<file path="src/hw/rtl/bpa_ram.sv">
module bpa_ram #(
  parameter int AW = 4,
  parameter int DW = 8
) (
  input  logic          clk,
  input  logic          we,
  input  logic [AW-1:0] waddr,
  input  logic [DW-1:0] wdata,
  input  logic [AW-1:0] raddr,
  output logic [DW-1:0] rdata
);
  logic [DW-1:0] mem [1 << AW];

  always_ff @(posedge clk) begin
    if (we) mem[waddr] <= wdata;
    rdata <= mem[raddr];
  end
endmodule

</file>
<file path="config.mk">
export PLATFORM = sky130hd
export DESIGN_NAME = bpa_ram
export DESIGN_NICKNAME = d
export VERILOG_FILES = /design/src/hw/rtl/bpa_ram.sv
export SDC_FILE = /design/constraint.sdc
export NUM_CORES = 1
export LEC_CHECK = 0
export BUFFER_PORTS_ARGS = -buffer_cell sky130_fd_sc_hd__buf_2
export CAP_MARGIN = 20
export CORE_ASPECT_RATIO = 0.7
export CORE_MARGIN = 2
export CORE_UTILIZATION = 44
export DETAILED_ROUTE_END_ITERATION = 12
export PLACE_DENSITY = 0.69
export SYNTH_ARGS = -nofsm -noshare
export SYNTH_HDL_FRONTEND = slang
export SYNTH_SLANG_ARGS = --single-unit
</file>
<file path="constraint.sdc">
create_clock -name clk -period 2.7 [get_ports clk]
set_clock_uncertainty 0.05 [all_clocks]
set_input_delay 0.54 -clock clk [delete_from_list [all_inputs] [get_ports clk]]
set_output_delay 0.54 -clock clk [all_outputs]
set_load 0.005 [all_outputs]
</file>
After elaboration in Yosys (flattened, before gate mapping)
Memories as Yosys holds them, arrays and structs flattened. A register that Yosys moved wholly into a read port is not among the register bits.
Index checks and enable logic that the tools add are counted.
{"block": "classes", "muxes": 2}
{"cell": "1-bit two-way mux", "n": 2}
{"block": "word_totals", "register_bits": 0, "ramBits": 128, "output_inout_bits": 8, "word_cells": 3, "memories": 1}
{"name": "mem", "depth": 16, "width": 8, "rd": 1, "rd_clocked_by_memory_dff": 1, "write_ports": 1, "line": "12", "text": "logic [DW-1:0] mem [1 << AW];"}

Logic depth before layout (Yosys ltp)
{"block": "logic_depth", "ltp_word": 2, "depth_mapped": 5}

Worst setup path before layout
Ideal clock, no wire load.
{"block": "synth_path", "path_kind": "in2reg", "from": "input port waddr[2]", "to": "memory mem[0][0] (enable)", "setup_ns": 0.383, "arrival_ns": 1.650, "required_ns": 2.267, "path_slack_ns": 0.617, "cell_stages": 2, "cell_sequence": "or3b_2 nor3_1"}
{"item": "from (decl)", "line": "7", "text": "input logic [AW-1:0] waddr,"}
{"item": "to (decl)", "line": "12"}
No word-level cell before the write port.

Worst setup path in the final report
{"block": "layout_path", "from": "input port waddr[2]", "to": "memory mem[2][3] (enable)"}
No word-level cell before the write port.

==> results.yml <==
global_route:
  grtUsageTotal_pct: 17.9
  grt_remaining_overflow: 0
  grt_antenna_before_repair: 0
  grt_pass1_vias: 2553
  grt_max_degree: 33
  grt_pass1_wl_um: 15600
worst_setup_path:
  worstPathRequired_ns: 2.77
  crit_start: "waddr[2]"
  reg2regPathDepth: 3
  endpoint: "mem[2][3]"
  crit_path_max_fanout: 5
  worstSetupStartpointType: "primary input"
  crit_arrival_ns: 1.74
  r2r-start: "mem[1][0]"
  path_class: "in -> reg"
  reg2reg_to: "rdata[0]"
  r2r_slack_ns: 1.33
  endpoint_kind: "flop"
sta:
  worst_slack_ns: 1.03
  setup_tns_ns: 0
  grt_setup_unrepaired: "no"
  hold_viol: 0
  setup_viol: 0
  slew_headroom_pct: 45.5
  fmax_ghz: 0.599
  worstMarginPinSlew_ns: 0.815
  fin_crit_sh_pct: 61.9
  maxSlewViolCount: 0
  min_period_ns: 1.67
floorplanning:
  die_y_um: 94.5
  core_um2: 11600
  die_x_um: 133
  die_area_um2: 12600
  io_pins: 26
  start_util_pct: 44.5
  row_count: 33
logic_synthesis:
  yosys_warnings: 0
  syn_area_per_cell_um2: 22.5
  muxShareOfSynthArea_pct: 15.0
  syn_nets: 247
  ys_async_sr_fraction_pct: 0
  synth_edf_count: 128
  synth-simple-area-share_pct: 3.18
  synth_most_common_cell: "edfxtp_1"
  syn_inst: 229
  ys_top_cells_by_area: "edfxtp_1 (75%), mux4_2 (7.9%), mux4_1 (7.1%)"
  ys_seq_area_share_pct: 77.8
  synth_top_family_by_area: "multiplexers"
  ys_types: 19
  netlist.area_leader.share_pct: 74.7
  synth_xor_xnor_area_share_pct: 0
  synth_flop_cell: "edfxtp_1"
  syn_area_um2: 5150
  synth_seq_cells: 136
  synth_compound_area_share_pct: 2.33
  synth_common_cells: "edfxtp_1 (128), mux4_2 (18), a22oi_1 (16)"
  synth_fa_ha_area_share_pct: 0
  yosysTopAreaCell: "edfxtp_1"
cts:
  clockBufferDepth: 2
  cts.clk_slew.worst_paths_ns: 0.06
  numClockSinks: 136
  cts_root_buf: "clkbuf_16"
  cts.htree.levels: 4
  cts_tree: "yes"
  clk_latency_ns: 0.41
  cts_made_buffers: 17
  cts_setup_buffers: 0
  ctsResizeCount: 0
  ctsHoldBuffers: 0
min_path:
  min_path_type: "in -> reg"
drt:
  drt_iter0_markers: 267
  viasPerCell: 5.45
  via_count: 2484
  drc: 0
  wl_per_cell_um: 22.7
  drtPass1Iterations: 4
  routed_wirelength_um: 10300
  antenna_left: 0
placed_design:
  dp_cells: 424
  gp_congestion: 0.900
  pre_cts_slack_ns: 0.618
  port_buffers: 25
  dpl.hpwl_um: 6580
job:
  drv_cap: 0
finish:
  layout-drive-gt1-share_pct: 33.1
  n_fill_cell: 879
  fin_cells: 456
  antenna_cells: 0
  seq_area_um2: 4000
  nNetsFinal: 304
  fin_util_pct: 53.9
  multi_input_area_um2: 1060
  synthToLayoutAreaGrowth_pct: 21.1
power:
  p_leak_nw: 2.14
  peakVddDrop_mv: 0.673
  p_per_area_nw_per_um2: 819
run_status:
  status: "finished clean"
[report_power, final]
part	total, W	switching [W]	internal [W]	leakage, nW
Combinational	0.000222	0.000126	0.0000958	0.602
Clock	0.00250	0.000862	0.00164	0.311
Sequential	0.00238	0.0000173	0.00236	1.22
[layer usage]
layer	GRT usage [%]	up-vias	routed length (um)
met1	25.5	1272	4620
met2	25.1	102	4640
met5	0	-	0
met3	6.71	14	919
li1	-	1096	-
met4	7.09	0	153
[cells by family (layout without fill, tap and decap cells)]
logic type | after synthesis | in the layout
multiplexers | 32 | 32
buffers and inverters | 10 | 80
flip-flops | 136 | 136
AO/OA/AOI/OAI | 16 | 16
AND/OR/NAND/NOR | 35 | 35
[final cells by class]
type                            count  share of cell area, %
Clock inverter                     15                   3.61
Timing Repair Buffer               48                   5.18
Clock buffer                       17                   6.83
Sequential cell                   136                   64.3
Multi-Input combinational cell     83                   17.0
Tap cell                          157                   3.15
[state kept, by name, indices dropped and copies added, names as in the netlist]
name,count
mem,128
rdata,8
[critical path: stages]
cell and delay, ns:
buf_2 0.12, or3b_2 0.51, nor2_1 0.34, buf_4 0.23
[through the flow]
step           hold slack [ns]  total power, W  cell area, um^2
2_1_floorplan            0.579         0.00254             5150
3_3_place_gp             0.602         0.00264             5580
3_5_place_dp             0.621         0.00264             5580
4_1_cts                  0.464         0.00514             6230
5_1_grt                  0.473         0.00526             6230
6_report                 0.468         0.00510             6230
[worst min-delay path by stage]
stage                          from         to  slack (ns)  cells after the start
final                      wdata[4]  mem[9][4]        0.47                      1
after global routing       wdata[4]  mem[8][4]        0.47                      1
after global placement    mem[4][1]   rdata[1]        0.60                      3
after detailed placement  mem[6][7]   rdata[7]        0.62                      3
after floorplan           mem[7][0]   rdata[0]        0.58                      3
after CTS                  wdata[4]  mem[9][4]        0.46                      1
[placed cells by master, fill, tap and decap left out]
cell type,netlist,routed
edfxtp_1,128,128
buf_2,3,25
buf_4,1,21
mux4_2,18,18
clkbuf_16,0,17
a22oi_1,16,16
mux4_1,14,14
nor2_1,13,13
nand2_1,9,9
dfxtp_1,8,8
bufinv_16,0,5
nor3_1,4,4
clkinv_2,0,3
clkinvlp_4,0,3
nand3b_1,2,2
nand2b_1,2,2
clkinv_4,0,2
buf_12,0,2
nor2b_1,1,1
and2_1,1,1
and2b_1,1,1
nand3_1,1,1
or3b_2,1,1
inv_8,0,1
inv_6,0,1
(Power assumes the default switching activity.)
